**src/rtl/best_fit_block_allocator_assert.svh**
```systemverilog
// ---------------------------------------------------------------------------
// Assertion macros for the best-fit block allocator
// Concurrent checks clocked on i_clk and disabled while i_rst_n is low.
// ---------------------------------------------------------------------------
`ifndef BEST_FIT_BLOCK_ALLOCATOR_ASSERT_SVH
`define BEST_FIT_BLOCK_ALLOCATOR_ASSERT_SVH

`ifndef SYNTH
`define BFBA_ASSERT(label, cond, msg) \
    label: assert property (@(posedge i_clk) disable iff (!i_rst_n) (cond)) \
        else $error(msg);
`define BFBA_ASSERT_IMPL(label, ante, cons, msg) \
    label: assert property (@(posedge i_clk) disable iff (!i_rst_n) (ante) |-> (cons)) \
        else $error(msg);
`define BFBA_ASSERT_NEXT(label, ante, cons, msg) \
    label: assert property (@(posedge i_clk) disable iff (!i_rst_n) (ante) |=> (cons)) \
        else $error(msg);
`else
`define BFBA_ASSERT(label, cond, msg)
`define BFBA_ASSERT_IMPL(label, ante, cons, msg)
`define BFBA_ASSERT_NEXT(label, ante, cons, msg)
`endif

`endif

```
**src/rtl/bfba_pkg.sv**
```systemverilog
// ---------------------------------------------------------------------------
// Best-fit block allocator package
// Beat types, internal command format and fixed constants.
// ---------------------------------------------------------------------------
package bfba_pkg;

    localparam int IDX_FIELD_W  = 4;
    localparam int SIZE_FIELD_W = 16;
    localparam int REQ_NUM_W    = 16;
    localparam int ACTIVE_W     = 5;
    localparam int APB_ADDR_W   = 3;
    localparam int APB_DATA_W   = 32;
    localparam int QUEUE_DEPTH  = 2;

    localparam logic                CMD_LOAD          = 1'b0;
    localparam logic                CMD_REQUEST       = 1'b1;
    localparam logic                REG_ACTIVE_BLOCKS = 1'b0;
    localparam logic [ACTIVE_W-1:0] ACTIVE_RESET      = 5'd16;

    typedef struct packed {
        logic                    cmd;
        logic [IDX_FIELD_W-1:0]  block_index;
        logic [SIZE_FIELD_W-1:0] size;
        logic                    final_request;
    } t_in_item;

    typedef struct packed {
        logic [REQ_NUM_W-1:0]    request_number;
        logic                    granted;
        logic [IDX_FIELD_W-1:0]  chosen_block;
        logic [SIZE_FIELD_W-1:0] left_size;
    } t_out_item;

    // Work handed from the front end to the execution side.
    typedef struct packed {
        logic                    is_req;
        logic [IDX_FIELD_W-1:0]  index;
        logic [SIZE_FIELD_W-1:0] size;
        logic [REQ_NUM_W-1:0]    req_num;
    } t_cmd;

endpackage

```
**src/rtl/bfba_front.sv**
```systemverilog
// ---------------------------------------------------------------------------
// Best-fit block allocator front end
// Accepts input beats, drops loads outside the active range and numbers
// requests within their batch.
// ---------------------------------------------------------------------------
module bfba_front #(
    parameter int CNT_W = 5
) (
    input  logic              i_clk,
    input  logic              i_rst_n,
    input  logic [CNT_W-1:0]  i_act,
    input  logic              i_in_valid,
    input  bfba_pkg::t_in_item i_in,
    output logic              o_in_stall,
    input  logic              i_q_full,
    output logic              o_push,
    output bfba_pkg::t_cmd    o_push_data
);

    localparam int CW = (CNT_W > bfba_pkg::IDX_FIELD_W) ? CNT_W : bfba_pkg::IDX_FIELD_W;

    logic [bfba_pkg::REQ_NUM_W-1:0] r_req_count;
    logic [bfba_pkg::REQ_NUM_W-1:0] n_req_count;
    logic                           w_accept;
    logic                           w_is_req;
    logic                           w_in_range;

    assign o_in_stall = i_q_full;
    assign w_accept   = i_in_valid && !i_q_full;
    assign w_is_req   = (i_in.cmd == bfba_pkg::CMD_REQUEST);
    assign w_in_range = CW'(i_in.block_index) < CW'(i_act);

    assign o_push              = w_accept && (w_is_req || w_in_range);
    assign o_push_data.is_req  = w_is_req;
    assign o_push_data.index   = i_in.block_index;
    assign o_push_data.size    = i_in.size;
    assign o_push_data.req_num = r_req_count;

    always_comb begin
        n_req_count = r_req_count;
        if (w_accept && w_is_req) begin
            n_req_count = i_in.final_request ? '0 : r_req_count + 1'b1;
        end
    end

    always_ff @(posedge i_clk) begin
        if (!i_rst_n) begin
            r_req_count <= '0;
        end else begin
            r_req_count <= n_req_count;
        end
    end

endmodule

```
**src/rtl/bfba_queue.sv**
```systemverilog
// ---------------------------------------------------------------------------
// Best-fit block allocator command queue
// Short FIFO between the front end and the execution side.
// ---------------------------------------------------------------------------
module bfba_queue (
    input  logic           i_clk,
    input  logic           i_rst_n,
    input  logic           i_push,
    input  bfba_pkg::t_cmd i_push_data,
    output logic           o_full,
    output logic           o_valid,
    output bfba_pkg::t_cmd o_data,
    input  logic           i_pop
);

    localparam int PTR_W = (bfba_pkg::QUEUE_DEPTH > 1) ? $clog2(bfba_pkg::QUEUE_DEPTH) : 1;
    localparam int CNT_W = $clog2(bfba_pkg::QUEUE_DEPTH + 1);
    localparam logic [PTR_W-1:0] LAST_PTR = PTR_W'(bfba_pkg::QUEUE_DEPTH - 1);

    bfba_pkg::t_cmd   r_mem [bfba_pkg::QUEUE_DEPTH];
    logic [PTR_W-1:0] r_wr_ptr;
    logic [PTR_W-1:0] r_rd_ptr;
    logic [CNT_W-1:0] r_count;

    assign o_full  = (r_count == CNT_W'(bfba_pkg::QUEUE_DEPTH));
    assign o_valid = (r_count != '0);
    assign o_data  = r_mem[r_rd_ptr];

    always_ff @(posedge i_clk) begin
        if (i_push) begin
            r_mem[r_wr_ptr] <= i_push_data;
        end
    end

    always_ff @(posedge i_clk) begin
        if (!i_rst_n) begin
            r_wr_ptr <= '0;
            r_rd_ptr <= '0;
            r_count  <= '0;
        end else begin
            if (i_push) begin
                r_wr_ptr <= (r_wr_ptr == LAST_PTR) ? '0 : r_wr_ptr + 1'b1;
            end
            if (i_pop) begin
                r_rd_ptr <= (r_rd_ptr == LAST_PTR) ? '0 : r_rd_ptr + 1'b1;
            end
            unique case ({i_push, i_pop})
                2'b10:   r_count <= r_count + 1'b1;
                2'b01:   r_count <= r_count - 1'b1;
                default: r_count <= r_count;
            endcase
        end
    end

endmodule

```
**src/rtl/bfba_back.sv**
```systemverilog
// ---------------------------------------------------------------------------
// Best-fit block allocator execution side
// Holds the free-size table, scans it one entry per cycle for a request and
// writes the remainder back, then presents the result beat.
// ---------------------------------------------------------------------------
`include "best_fit_block_allocator_assert.svh"

module bfba_back #(
    parameter int NUM_BLOCKS = 16,
    parameter int SIZE_BITS  = 16
) (
    input  logic                                i_clk,
    input  logic                                i_rst_n,
    input  logic [$clog2(NUM_BLOCKS+1)-1:0]     i_act,
    input  logic                                i_q_valid,
    input  bfba_pkg::t_cmd                      i_q_data,
    output logic                                o_q_pop,
    output logic                                o_out_valid,
    output bfba_pkg::t_out_item                 o_out,
    input  logic                                i_out_stall
);

    localparam int IDX_W = $clog2(NUM_BLOCKS);
    localparam int CNT_W = $clog2(NUM_BLOCKS + 1);

    typedef enum logic [1:0] {
        S_IDLE,
        S_SCAN,
        S_WRITE
    } t_state;

    t_state                         r_state;
    logic [SIZE_BITS-1:0]           r_mem [NUM_BLOCKS];
    logic [NUM_BLOCKS-1:0]          r_vbit;
    logic [CNT_W-1:0]               r_addr;
    logic                           r_cmp_go;
    logic [IDX_W-1:0]               r_cmp_idx;
    logic [SIZE_BITS-1:0]           r_rd_data;
    logic                           r_rd_ok;
    logic [SIZE_BITS-1:0]           r_size;
    logic [bfba_pkg::REQ_NUM_W-1:0] r_req_num;
    logic                           r_found;
    logic [SIZE_BITS-1:0]           r_best_val;
    logic [IDX_W-1:0]               r_best_idx;
    logic                           r_out_valid;
    bfba_pkg::t_out_item            r_out;

    logic                 w_issue;
    logic [SIZE_BITS-1:0] w_entry;
    logic                 w_better;
    logic                 w_out_free;
    logic [SIZE_BITS-1:0] w_left;
    logic                 w_load;
    logic                 w_we;
    logic [IDX_W-1:0]     w_waddr;
    logic [SIZE_BITS-1:0] w_wdata;

    assign w_issue    = (r_state == S_SCAN) && (r_addr < i_act);
    // An entry never written since reset reads as zero.
    assign w_entry    = r_rd_ok ? r_rd_data : '0;
    assign w_better   = r_cmp_go && (w_entry >= r_size) && (!r_found || (w_entry < r_best_val));
    assign w_out_free = !r_out_valid || !i_out_stall;
    assign w_left     = r_best_val - r_size;

    assign o_q_pop = (r_state == S_IDLE) && i_q_valid;
    assign w_load  = o_q_pop && !i_q_data.is_req;
    // Holding in S_WRITE rewrites the same value, which is harmless.
    assign w_we    = w_load || ((r_state == S_WRITE) && r_found);
    assign w_waddr = w_load ? IDX_W'(i_q_data.index) : r_best_idx;
    assign w_wdata = w_load ? SIZE_BITS'(i_q_data.size) : w_left;

    assign o_out_valid = r_out_valid;
    assign o_out       = r_out;

    always_ff @(posedge i_clk) begin
        if (w_we) begin
            r_mem[w_waddr] <= w_wdata;
        end
        if (w_issue) begin
            r_rd_data <= r_mem[r_addr[IDX_W-1:0]];
        end
    end

    always_ff @(posedge i_clk) begin
        if (!i_rst_n) begin
            r_state     <= S_IDLE;
            r_vbit      <= '0;
            r_cmp_go    <= 1'b0;
            r_found     <= 1'b0;
            r_out_valid <= 1'b0;
        end else begin
            if (w_we) begin
                r_vbit[w_waddr] <= 1'b1;
            end
            if ((r_state == S_WRITE) && w_out_free) begin
                r_out_valid <= 1'b1;
            end else if (r_out_valid && !i_out_stall) begin
                r_out_valid <= 1'b0;
            end
            unique case (r_state)
                S_IDLE: begin
                    if (o_q_pop && i_q_data.is_req) begin
                        r_size    <= SIZE_BITS'(i_q_data.size);
                        r_req_num <= i_q_data.req_num;
                        r_found   <= 1'b0;
                        r_addr    <= '0;
                        r_cmp_go  <= 1'b0;
                        r_state   <= (i_act == '0) ? S_WRITE : S_SCAN;
                    end
                end
                S_SCAN: begin
                    // Read of one entry overlaps the compare of the previous one.
                    r_cmp_go <= w_issue;
                    if (w_issue) begin
                        r_rd_ok   <= r_vbit[r_addr[IDX_W-1:0]];
                        r_cmp_idx <= r_addr[IDX_W-1:0];
                        r_addr    <= r_addr + 1'b1;
                    end
                    if (w_better) begin
                        r_found    <= 1'b1;
                        r_best_val <= w_entry;
                        r_best_idx <= r_cmp_idx;
                    end
                    if (!w_issue && r_cmp_go) begin
                        r_state <= S_WRITE;
                    end
                end
                S_WRITE: begin
                    if (w_out_free) begin
                        r_out.request_number <= r_req_num;
                        r_out.granted        <= r_found;
                        r_out.chosen_block   <= r_found ? bfba_pkg::IDX_FIELD_W'(r_best_idx) : '0;
                        r_out.left_size      <= r_found ? bfba_pkg::SIZE_FIELD_W'(w_left) : '0;
                        r_state              <= S_IDLE;
                    end
                end
                default: begin
                    r_state <= S_IDLE;
                end
            endcase
        end
    end

    `BFBA_ASSERT_IMPL(a_best_fits, r_found, r_best_val >= r_size, "best entry smaller than request")
    `BFBA_ASSERT_NEXT(a_req_leaves_idle, o_q_pop && i_q_data.is_req, r_state != S_IDLE, "request did not start")
    `BFBA_ASSERT_IMPL(a_pop_has_data, o_q_pop, i_q_valid, "pop from empty queue")
    `BFBA_ASSERT_IMPL(a_denied_zero, r_out_valid && !r_out.granted, (r_out.chosen_block == '0) && (r_out.left_size == '0), "denied result carries data")

endmodule

```
**src/rtl/best_fit_block_allocator.sv**
```systemverilog
// A request goes from the command queue through the idle state that pops it, a table scan
// over the effective active block count (skipped when that is zero) and the write state,
// which loads the output register once it is free. No command is popped before that; the
// scan reads one entry per cycle. A load is written when popped, and loads retire one per
// cycle while no request is in progress. A two-entry queue decouples input. Reset: synchronous,
// active low; table valid bits and the request counter clear, active_blocks returns to 16.
// ---------------------------------------------------------------------------
// Best-fit block allocator
// Free-size table with best-fit allocation, APB register for the active count.
// ---------------------------------------------------------------------------
module best_fit_block_allocator #(
    parameter int NUM_BLOCKS = 16,
    parameter int SIZE_BITS  = 16
) (
    input  logic                                i_clk,
    input  logic                                i_rst_n,
    input  logic                                i_in_valid,
    input  bfba_pkg::t_in_item                  i_in,
    output logic                                o_in_stall,
    output logic                                o_out_valid,
    output bfba_pkg::t_out_item                 o_out,
    input  logic                                i_out_stall,
    input  logic                                psel,
    input  logic                                penable,
    input  logic                                pwrite,
    input  logic [bfba_pkg::APB_ADDR_W-1:0]     paddr,
    input  logic [bfba_pkg::APB_DATA_W-1:0]     pwdata,
    output logic [bfba_pkg::APB_DATA_W-1:0]     prdata,
    output logic                                pready
);

    localparam int CNT_W = $clog2(NUM_BLOCKS + 1);
    localparam int CMP_W = (CNT_W > bfba_pkg::ACTIVE_W) ? CNT_W : bfba_pkg::ACTIVE_W;

    logic [bfba_pkg::ACTIVE_W-1:0] r_active_blocks;
    logic [CMP_W-1:0]              w_act_wide;
    logic [CNT_W-1:0]              w_act;
    logic                          w_cfg_write;
    logic                          w_q_full;
    logic                          w_push;
    bfba_pkg::t_cmd                w_push_data;
    logic                          w_q_valid;
    bfba_pkg::t_cmd                w_q_data;
    logic                          w_q_pop;

    assign pready      = 1'b1;
    assign w_cfg_write = psel && penable && pwrite && pready;
    assign prdata      = (paddr[2] == bfba_pkg::REG_ACTIVE_BLOCKS)
                         ? bfba_pkg::APB_DATA_W'(r_active_blocks) : '0;

    // Counts above the table size act as the table size.
    assign w_act_wide = (CMP_W'(r_active_blocks) > CMP_W'(NUM_BLOCKS))
                        ? CMP_W'(NUM_BLOCKS) : CMP_W'(r_active_blocks);
    assign w_act      = CNT_W'(w_act_wide);

    always_ff @(posedge i_clk) begin
        if (!i_rst_n) begin
            r_active_blocks <= bfba_pkg::ACTIVE_RESET;
        end else if (w_cfg_write && (paddr[2] == bfba_pkg::REG_ACTIVE_BLOCKS)) begin
            r_active_blocks <= pwdata[bfba_pkg::ACTIVE_W-1:0];
        end
    end

    bfba_front #(
        .CNT_W (CNT_W)
    ) u_front (
        .i_clk       (i_clk),
        .i_rst_n     (i_rst_n),
        .i_act       (w_act),
        .i_in_valid  (i_in_valid),
        .i_in        (i_in),
        .o_in_stall  (o_in_stall),
        .i_q_full    (w_q_full),
        .o_push      (w_push),
        .o_push_data (w_push_data)
    );

    bfba_queue u_queue (
        .i_clk       (i_clk),
        .i_rst_n     (i_rst_n),
        .i_push      (w_push),
        .i_push_data (w_push_data),
        .o_full      (w_q_full),
        .o_valid     (w_q_valid),
        .o_data      (w_q_data),
        .i_pop       (w_q_pop)
    );

    bfba_back #(
        .NUM_BLOCKS (NUM_BLOCKS),
        .SIZE_BITS  (SIZE_BITS)
    ) u_back (
        .i_clk       (i_clk),
        .i_rst_n     (i_rst_n),
        .i_act       (w_act),
        .i_q_valid   (w_q_valid),
        .i_q_data    (w_q_data),
        .o_q_pop     (w_q_pop),
        .o_out_valid (o_out_valid),
        .o_out       (o_out),
        .i_out_stall (i_out_stall)
    );

endmodule

```
**config.mk**
```make
export PLATFORM = sky130hd
export DESIGN_NAME = best_fit_block_allocator
export DESIGN_NICKNAME = d
export VERILOG_FILES = /design/src/rtl/bfba_pkg.sv /design/src/rtl/bfba_front.sv /design/src/rtl/bfba_queue.sv /design/src/rtl/bfba_back.sv /design/src/rtl/best_fit_block_allocator.sv
export VERILOG_INCLUDE_DIRS = /design/src /design/src/rtl
export SDC_FILE = /design/constraint.sdc
export NUM_CORES = 1
export LEC_CHECK = 0
export BUFFER_PORTS_ARGS = -buffer_cell sky130_fd_sc_hd__buf_4
export CORE_ASPECT_RATIO = 1.2
export CORE_MARGIN = 4
export CORE_UTILIZATION = 50
export CTS_BUF_LIST = sky130_fd_sc_hd__clkbuf_4 sky130_fd_sc_hd__clkbuf_8
export DETAILED_ROUTE_END_ITERATION = 12
export HOLD_SLACK_MARGIN = 0.12
export PLACE_DENSITY_LB_ADDON = 0.08
export SLEW_MARGIN = 40
export SYNTH_ARGS = -nofsm -noshare
export SYNTH_HDL_FRONTEND = slang
export SYNTH_SLANG_ARGS = --single-unit
```
**constraint.sdc**
```tcl
create_clock -name i_clk -period 4.5 [get_ports i_clk]
set_clock_uncertainty 0.05 [all_clocks]
set_input_delay 0.675 -clock i_clk [delete_from_list [all_inputs] [get_ports i_clk]]
set_output_delay 0.675 -clock i_clk [all_outputs]
set_load 0.1 [all_outputs]
```
# After elaboration in Yosys (flattened, before gate mapping)
# Memories as Yosys holds them, arrays and structs flattened. A register that Yosys moved wholly into a read port is not among the register bits.
# Index checks and enable logic that the tools add are counted.
[totals]
output_inout_bits = 72
ram_bits = 330
ff_bits = 145
n_memories = 2
[memory_table]
columns = ["name", "depth", "width", "read_ports", "rd_clocked_by_memory_dff", "wr", "line_no", "rtl"]
rows = [
  ["u_back.r_mem", 16, 16, 1, 1, 1, "bfba_back.sv:33", "logic [SIZE_BITS-1:0] r_mem [NUM_BLOCKS];"],
  ["u_queue.r_mem", 2, 37, 1, 1, 1, "bfba_queue.sv:20", "bfba_pkg::t_cmd r_mem [bfba_pkg::QUEUE_DEPTH];"],
]
[classes]
bitwise = 2
n_mux = 33
n_reduce_logical = 41
magnitude_cmp = 8
addsub = 7
eq_ne = 10
[op_table]
columns = ["op", "n"]
rows = [
  ["$mux 16", 3],
  ["$mux 5", 4],
  ["$reduce_and 3->1", 6],
  ["$logic_and 1x1->1", 17],
  ["$add 16x1->16 const B", 1],
  ["$ge 16x16->1", 1],
  ["$lt 16x16->1", 1],
  ["$or 16x16->16", 1],
  ["$sub 16x16->16", 1],
  ["$mux 1", 14],
  ["$lt 4x5->1 const B", 2],
  ["$pmux 5 s2", 1],
  ["$mux 2", 4],
  ["$reduce_bool 2->1", 4],
  ["$eq 2x2->1 const B", 3],
  ["$logic_not 1->1", 6],
  ["$ne 2x1->1 const B", 3],
  ["$pmux 2 s3", 1],
  ["$add 5x1->5 const B", 1],
  ["$gt 5x5->1 const B", 1],
  ["$logic_not 5->1", 1],
  ["$lt 4x5->1", 1],
  ["$lt 5x5->1", 1],
  ["$bmux 1 s4", 1],
  ["other kinds (15)", 22],
]

# Depth between registers and ports, before layout
# Gate-level depths: netlist (run 1).
[logic_depth]
word_depth = 9
depth_mapped = 10
depth_no_buf = 10

# Cells and area by module
# A second synthesis (run 1) with hierarchy kept.
[unflattened]
cells_unflattened = 1205
hier_area_um2 = 20484.6
[by_module_without_submodules]
columns = ["module", "n_inst", "cells_each", "seq_area_each_um2", "area_per_inst_um2"]
rows = [
  ["bfba_back", 1, 884, 11561.1, 16086.7],
  ["bfba_queue", 1, 137, 2322.2, 2885.3],
  ["bfba_front", 1, 121, 320.3, 1004.7],
  ["best_fit_block_allocator", 1, 63, 100.1, 508.0],
]

# Worst setup path before layout (run 1)
# No wires, ideal clock.
[synth_timing]
path_type = "register to register"
from = "register u_back.r_out_valid (netlist: u_back.o_out_valid)"
to = "register u_back.r_out (netlist bit u_back.o_out[0]), enable pin"
arrival_time_ps = 3655
synth_period_minus_slack_ps = 4190
required_time_ps = 3965
setup_ps = 485
path_slack_ps = 310
stages_incl_launch_ff = 3
path_cell_list = "dfxtp_1 > nand2_1 > nor3b_1"
[synth_via]
elab_chain_len = 3
[synth_rtl]
columns = ["item", "line_no", "rtl"]
rows = [
  ["from (decl)", "bfba_back.sv:45", "logic r_out_valid;"],
  ["from (signal assigned)", "bfba_back.sv:90", "r_out_valid <= 1'b0;"],
  ["from (signal assigned)", "bfba_back.sv:96", "r_out_valid <= 1'b1;"],
  ["from (signal assigned)", "bfba_back.sv:98", "r_out_valid <= 1'b0;"],
  ["$logic_not 1->1", "bfba_back.sv:62", "assign w_out_free = !r_out_valid || !i_out_stall;"],
  ["$logic_or 1x1->1", "bfba_back.sv:62", ""],
  ["$reduce_and 3->1 (no source line)", "-", ""],
  ["to (decl)", "bfba_back.sv:46", "bfba_pkg::t_out_item r_out;"],
]
# No other way between the ends.
# A chain may end at the register's enable or synchronous reset.

==> out/summary.json, run 1 <==
{
  "outcome": "finished, final reports clean",
  "detail_route.first_pass.iterations": 5,
  "multi_input_area_sq_mm": 0.00546,
  "antenna_found_initial": 0,
  "clock.fmax_mhz": 355,
  "die_height_um": 228,
  "worst-setup-path-type": "reg2reg",
  "synth_cells": 1164,
  "yosys_register_bits": 492,
  "most-common-layout-cells": "edfxtp_1, buf_4, mux4_2",
  "grt_pass1_wl_mm": 63.9,
  "worstPathArrival_ns": 3.04,
  "cts-buffers-inserted": 76,
  "detail_route.vias_per_cell": 5.42,
  "post-place-cells": 1775,
  "final_critical_path_setup_slack_ns": 1.68,
  "dieArea_sq_mm": 0.0435,
  "worst_hold_slack_ns": 0.177,
  "grt_util_all_layers_pct": 19.5,
  "hp-class": "in2reg",
  "synth.lib_cells_used.distinct": 61,
  "cts_max_path_buffers": 3,
  "place.gp.congestion": 0.802,
  "num-nets-final": 1451,
  "synth.avg_cell_area_sq_um": 17.3,
  "floorplan.core_area_sq_mm": 0.0397,
  "clock_tree.htree_level_count": 3,
  "post_route_cells_drive_above_1_share_pct": 27.7,
  "power_density_mw_per_mm2": 525,
  "sequential_to_total_area_share_from_yosys_stat_pct": 71.1,
  "slew_headroom_pct": 51.8,
  "worstSetupEndpointType": "register",
  "final-instance-count-excl-fill": 1920,
  "cp_max_fo": 17,
  "layout-area-overhead-vs-synth_pct": 14.6,
  "worstPathRequired_ns": 4.73,
  "clkSlewWorstSetupHoldPaths_ns": 0.06,
  "port_buf_inserts": 78,
  "floorplan.initialDensity_pct": 50.7,
  "worst_slew_pin_slew_ns": 0.723,
  "design_power_total_mw": 12.1,
  "top_level_ports": 136,
  "num_rows": 80,
  "timing.final.crit_period_ns": 2.82,
  "global_route.overflow_total": 0,
  "fin_crit_sh_pct": 62.6,
  "grt_setup_unrepaired": "false",
  "cap_viol_max_count": 0,
  "pin_count_of_the_biggest_net_entering_global_routing": 73,
  "leakage_nw": 8.09,
  "tritoncts_num_sinks": 492,
  "wl_per_cell_um": 21.7,
  "critical_path.startpoint_type": "register",
  "layout.cells.most_common": "edfxtp_1",
  "fill_cells": 3051,
  "async_flop_share_pct": 0,
  "detailed_place_hpwl_mm": 25.4,
  "synth_area_sq_mm": 0.0201,
  "ant_nets": 0,
  "cts_resized": 0,
  "drt_wl_total_mm": 41.7,
  "grt_pass1_vias": 10900,
  "pre_cts_slack_ns": 1.44,
  "post-route-drc-count": 0,
  "cts_tree": "built",
  "finalMaxSlewViolations": 0,
  "dieWidth_um": 191,
  "timing.final.hold_violations": 0,
  "max-vdd-ir-drop_uv": 327,
  "cts_root_buffer": "clkbuf_8",
  "clkLatencyLatePin_ns": 0.65,
  "detail_route.iter0.violations": 653,
  "diodes": 0,
  "synth_enable_flop_cells": 445,
  "setup_viol": 0,
  "ff_latch_area_sq_mm": 0.0143,
  "sum_neg_setup_slack_ns": 0,
  "synth_ff_type": "edfxtp_1",
  "vias": 10400,
  "yosysWarningCount": 0
}
what timing repair did:
item,CTS,global route
hold endpoints to repair,22,0
hold buffers,12,0
setup buffers,0,0
synth_stat cells (3+ instances only):
cell,count,share of area (%)
edfxtp_1,445,66
mux4_2,85,9.5
nor2_1,77,1.4
ha_1,54,3.4
dfxtp_1,47,4.7
inv_1,44,0.82
nand2_1,44,0.82
mux2_2,37,2.1
a21oi_1,34,0.85
buf_4,28,1.0
clkbuf_1,22,0.41
o21a_1,22,0.82
o21ai_0,22,0.55
and2_1,19,0.59
xor2_1,19,0.83
a21o_1,14,0.52
nor3_1,13,0.32
xnor2_1,13,0.57
buf_2,11,0.27
nand3_1,11,0.27
mux2i_1,9,0.45
nand4_1,9,0.28
nor2b_1,9,0.28
a31oi_1,6,0.19
nand2b_1,6,0.19
or3_1,5,0.16
a32oi_1,4,0.17
buf_1,4,0.075
nor2_2,4,0.12
or4_1,4,0.15
a211oi_1,3,0.11
and3_1,3,0.093
nor3b_1,3,0.11
metrics by stage:
step	area, sq um	util, %
after floorplan	20200	-
after global placement	21500	54.1
after detailed placement	21500	54.2
after CTS	23100	58.0
after global routing	23100	58.0
final	23100	58.0
critical path, stage by stage, from the launching register on:
cell and delay (ns):
edfxtp_1 0.36, mux2_4 0.30, or4_1 0.77, nor3_1 0.28, a31oi_1 0.15, nor2_2 0.18, buf_4 0.35
path summary, 6_finish.rpt:
kind | endpoint | cells past startpoint | slack [ns] | start
worst min register to register | u_back.r_best_idx[2] | 0 | 0.36 | u_back.r_cmp_idx[2]
worst max-delay path | u_back.r_mem[15][2] | 6 | 1.68 | u_queue.r_mem[0][36]
worst min-delay path | u_queue.r_mem[1][19] | 1 | 0.18 | i_in[4]
worst max register to register | u_back.r_mem[15][2] | 6 | 1.68 | u_queue.r_mem[0][36]
where the power goes:
group          switching, mW  internal, mW  total [mW]
Clock                   1.68          1.82        3.50
Combinational           1.70         0.933        2.64
Sequential             0.111          5.85        5.96
layer usage:
layer / track usage (%) / vias to the layer above / wire length [um]
met2: 33.2 / 229 / 21300
met5: 0 / - / 0
met3: 3.43 / 62 / 1920
li1: - / 4821 / -
met1: 25.7 / 5300 / 17700
met4: 6.13 / 0 / 809
flip-flops by register name, summed over array words and instances (netlist names), named ones only:
| name | flops |
|---|---|
| r_active_blocks | 5 |
| u_back.o_out | 37 |
| u_back.o_out_valid | 1 |
| u_back.r_addr | 5 |
| u_back.r_best_idx | 4 |
| u_back.r_best_val | 16 |
| u_back.r_cmp_go | 1 |
| u_back.r_cmp_idx | 4 |
| u_back.r_found | 1 |
| u_back.r_mem | 256 |
| u_back.r_rd_data | 16 |
| u_back.r_rd_ok | 1 |
| u_back.r_req_num | 16 |
| u_back.r_size | 16 |
| u_back.r_state | 2 |
| u_back.r_vbit | 16 |
| u_front.r_req_count | 16 |
| u_queue.r_count | 2 |
| u_queue.r_mem | 74 |
| u_queue.r_rd_ptr | 1 |
| u_queue.r_wr_ptr | 1 |
cell type report:
class | count | share of cell area (%)
tap | 533 | 2.89
multi-input combinational | 587 | 23.7
clock buffer | 102 | 5.44
inverter | 45 | 0.733
timing repair buffer | 130 | 4.54
clock inverter | 31 | 0.700
sequential | 492 | 62.0
cells by family (layout without fill, tap and decap cells):
kind of cell / Yosys count / in the layout / synth area share (%)
AO/OA/AOI/OAI: 125 / 125 / 4.07
XOR/XNOR: 32 / 32 / 1.39
adder cells (fa/ha/maj): 55 / 55 / 3.46
buffers and inverters: 111 / 308 / 2.70
flip-flops: 492 / 492 / 71.1
multiplexers: 132 / 132 / 12.1
other: 2 / 28 / 0.0373
AND/OR/NAND/NOR: 215 / 215 / 5.18
(Power assumes the default switching activity.)
==> inputs of run 2 (changes only) <==
==> constraint.sdc (replaced) <==
create_clock -name i_clk -period 2.85 [get_ports i_clk]
set_clock_uncertainty 0.05 [all_clocks]
set_input_delay 0.4275 -clock i_clk [delete_from_list [all_inputs] [get_ports i_clk]]
set_output_delay 0.4275 -clock i_clk [all_outputs]
set_load 0.1 [all_outputs]
==> run 2 against run 1 <==
  * Critical path depth did not move
  * Fmax grew 4.4%
  * Power increased by 69%
  * Worst hold slack better by 0.044 ns
  * Clock-buffer cell count grew 5
  * Register-to-register slack lost 1.5 ns
  * First-iteration DRC count shrank 1.8%
  * Largest cell class unchanged
  * Non-clock buffer count up 65
==> out/summary.json, run 2 (synthesis results as in run 1) <==
{
  "clkLatencyLatePin": {"value": 0.64, "unit": "ns", "change": "was 0.65 ns"},
  "drt_wl_total": {"value": 43.4, "unit": "mm", "change": "was 41.7 mm"},
  "fin_crit_sh": {"value": 94.6, "unit": "%", "change": "was 62.6%"},
  "setup_viol": {"value": 0, "change": "unchanged"},
  "leakage": {"value": 8.60, "unit": "nW", "change": "was 8.09 nW"},
  "floorplan.initialDensity": {"value": 50.7, "unit": "%", "change": "unchanged"},
  "cts_root_buffer": {"value": "clkbuf_8", "change": "unchanged"},
  "dieWidth": {"value": 191, "unit": "um", "change": "unchanged"},
  "setup.reg_to_reg.worst_slack": {"value": 0.15, "unit": "ns", "change": "was 1.68 ns"},
  "floorplan.core_area": {"value": 0.0397, "unit": "sq mm", "change": "unchanged"},
  "detail_route.first_pass.iterations": {"value": 7, "change": "was 5"},
  "critical_path.startpoint_type": {"value": "register", "change": "unchanged"},
  "grt_pass1_wl": {"value": 65.9, "unit": "mm", "change": "was 63.9 mm"},
  "crit_path_cell_trace": {"value": "mux2_4, or4_1, buf_4, a31oi_2, nor2_4, buf_12", "change": "was mux2_4, or4_1, nor3_1, a31oi_1, nor2_2, buf_4"},
  "cts-buffers-inserted": {"value": 77, "change": "was 76"},
  "post-route-drc-count": {"value": 0, "change": "unchanged"},
  "slew_headroom": {"value": 55.2, "unit": "%", "change": "was 51.8%"},
  "clock_tree.htree_level_count": {"value": 3, "change": "unchanged"},
  "reg2reg_to": {"value": "u_back.r_mem[14][14]", "change": "was u_back.r_mem[15][2]"},
  "grt_pass1_vias": {"value": 11200, "change": "was 10,900"},
  "final-instance-count-excl-fill": {"value": 1995, "change": "was 1,920"},
  "top_level_ports": {"value": 136, "change": "unchanged"},
  "hold_start": {"value": "i_rst_n", "change": "was i_in[4]"},
  "num-nets-final": {"value": 1518, "change": "was 1,451"},
  "place.gp.congestion": {"value": 0.799, "change": "was 0.802"},
  "use_met1": {"value": 25.8, "unit": "%", "change": "was 25.7%"},
  "detail_route.iter0.violations": {"value": 641, "change": "was 653"},
  "worst_slew_pin_slew": {"value": 0.669, "unit": "ns", "change": "was 0.723 ns"},
  "global_route.overflow_total": {"value": 0, "change": "unchanged"},
  "grt_setup_unrepaired": {"value": "false", "change": "unchanged"},
  "hp-class": {"value": "in2reg", "change": "unchanged"},
  "timing.critical_path.slowest_stage_cell": {"value": "a31oi_2", "change": "was or4_1"},
  "wl_per_cell": {"value": 21.7, "unit": "um", "change": "about the same"},
  "worstPathArrival": {"value": 3.04, "unit": "ns", "change": "about the same"},
  "diodes": {"value": 0, "change": "unchanged"},
  "worst_r2r_path_depth": {"value": 6, "change": "unchanged"},
  "sum_neg_setup_slack": {"value": 0, "unit": "ns", "change": "unchanged"},
  "worst-setup-path-type": {"value": "reg2reg", "change": "unchanged"},
  "layout-area-overhead-vs-synth": {"value": 20.0, "unit": "%", "change": "was 14.6%"},
  "max-vdd-ir-drop": {"value": 488, "unit": "uV", "change": "was 327 uV"},
  "tritoncts_num_sinks": {"value": 492, "change": "unchanged"},
  "crit_buf_inv": {"value": 2, "change": "was 1"},
  "met3_usage": {"value": 3.62, "unit": "%", "change": "was 3.43%"},
  "registers.top_by_ff_count": {"value": "u_back.r_mem", "change": "unchanged"},
  "cts_tree": {"value": "built", "change": "unchanged"},
  "ant_nets": {"value": 0, "change": "unchanged"},
  "outcome": {"value": "finished, final reports clean", "change": "unchanged"},
  "cp_max_fo": {"value": 14, "change": "was 17"},
  "pin_count_of_the_biggest_net_entering_global_routing": {"value": 38, "change": "was 73"},
  "startpoint": {"value": "u_queue.r_mem[0][36]", "change": "unchanged"},
  "hold-path-endpoint": {"value": "r_active_blocks[4]", "change": "was u_queue.r_mem[1][19]"},
  "groute.layer.met2.usage": {"value": 35.4, "unit": "%", "change": "was 33.2%"},
  "max_reg_flops": {"value": 256, "change": "unchanged"},
  "port_buf_inserts": {"value": 78, "change": "unchanged"},
  "clock.fmax": {"value": 371, "unit": "MHz", "change": "was 355 MHz"},
  "power_density": {"value": 846, "unit": "mW/mm^2", "change": "was 525 mW/mm^2"},
  "cts_max_path_buffers": {"value": 3, "change": "unchanged"},
  "die_height": {"value": 228, "unit": "um", "change": "unchanged"},
  "most-common-layout-cells": {"value": "edfxtp_1, buf_4, mux4_2", "change": "unchanged"},
  "worst_path_largest_cell_delay": {"value": 0.57, "unit": "ns", "change": "was 0.77 ns"},
  "antenna_found_initial": {"value": 2, "change": "was 0"},
  "timing.final.crit_period": {"value": 2.70, "unit": "ns", "change": "was 2.82 ns"},
  "min_delay_path_depth": {"value": 3, "change": "was 1"},
  "detail_route.vias_per_cell": {"value": 5.37, "change": "was 5.42"},
  "clkSlewWorstSetupHoldPaths": {"value": 0.06, "unit": "ns", "change": "about the same"},
  "timing.final.hold_violations": {"value": 0, "change": "unchanged"},
  "critPathTopFamily": {"value": "simple AND/OR/NAND/NOR gates", "change": "unchanged"},
  "post_route_cells_drive_above_1_share": {"value": 31.3, "unit": "%", "change": "was 27.7%"},
  "worst_r2r_startpoint": {"value": "u_queue.r_mem[0][36]", "change": "unchanged"},
  "detailed_place_hpwl": {"value": 26.8, "unit": "mm", "change": "was 25.4 mm"},
  "dieArea": {"value": 0.0435, "unit": "sq mm", "change": "unchanged"},
  "num_rows": {"value": 80, "change": "unchanged"},
  "finalMaxSlewViolations": {"value": 0, "change": "unchanged"},
  "grt_most_used_layer": {"value": "met2", "change": "unchanged"},
  "worstSetupEndpointType": {"value": "register", "change": "unchanged"},
  "vias": {"value": 10700, "change": "was 10,400"},
  "cap_viol_max_count": {"value": 0, "change": "unchanged"},
  "layout.cells.most_common": {"value": "edfxtp_1", "change": "unchanged"},
  "post-place-cells": {"value": 1824, "change": "was 1,775"},
  "worstPathRequired": {"value": 3.19, "unit": "ns", "change": "was 4.73 ns"},
  "grt_util_all_layers": {"value": 20.2, "unit": "%", "change": "was 19.5%"}
}
-- run 2: changes by cell type in the layout (fill, tap and decap cells not counted), sizes merged --
cell and change:
buf +49, bufinv +8, clkbuf +5, clkinv -6, clkinvlp +1, dlygate4sd3 +16
inv +1, nor2 +1
-- run 2: worst max path at each step --
stage / cells after the start / slack (ns) / endpoint
6_report: 6 / 0.15 / u_back.r_mem[14][14]
5_1_grt: 11 / 0.01 / u_back.r_mem[1][12]
4_1_cts: 6 / 0.02 / u_back.r_mem[12][7]
3_5_place_dp: 6 / -0.1 / u_back.r_mem[15][4]
3_3_place_gp: 9 / -0.20 / u_back.r_best_idx[1]
2_1_floorplan: 7 / -0.46 / u_queue.r_mem[0][0]
-- run 2: layout make-up --
type / instances / area, sq um
fillers: 2948 / 15600
flip-flops and latches: 492 / 14300
multi-input cells: 588 / 5520
repair buffers: 195 / 1770
clock buffers: 107 / 1320
well taps: 533 / 667
clock inverters: 35 / 393
inverters: 45 / 169
-- run 2: power by group --
part | internal (mW) | switching, mW | leakage (nW) | total (mW)
Combinational | 1.69 | 2.79 | 3.27 | 4.48
Sequential | 9.24 | 0.183 | 4.44 | 9.42
Clock | 3.77 | 2.75 | 0.898 | 6.52
Total | 14.7 | 5.73 | 8.60 | 20.4
-- run 2: worst register-to-register path: stages, from the launching register on --
cell	delay, ns
edfxtp_1	0.37
mux2_4	0.30
or4_1	0.44
buf_4	0.23
a31oi_2	0.58
nor2_4	0.25
buf_12	0.24
-- run 2: per-stage QoR --
step	cell area, sq um	total power, mW	hold slack (ns)	util, %	worst slack, ns
4_1_cts	24100	20.6	0.166	60.7	0.0237
3_3_place_gp	22100	13.9	0.350	55.6	-0.199
3_5_place_dp	22100	14.0	0.355	55.6	-0.0989
2_1_floorplan	20200	12.4	0.350	-	-0.464
5_1_grt	24200	21.4	0.194	60.8	0.0102
6_report	24200	20.4	0.221	60.8	0.154
-- run 2: layer usage --
metal	vias to the layer above	routed length (um)
met1	5439	17700
li1	4960	-
met3	59	2260
met5	-	0
met4	0	838
met2	258	22600
-- run 2: what timing repair did --
action | 4_1_cts | 5_1_grt
pin swaps | 0 | 0
endpoints found under the setup margin | 20 | 101
hold buffers | 28 | 0
hold endpoints to repair | 49 | 0
cloned | 0 | 1
buffers inserted | 0 | 0
resized for setup | 1 | 8
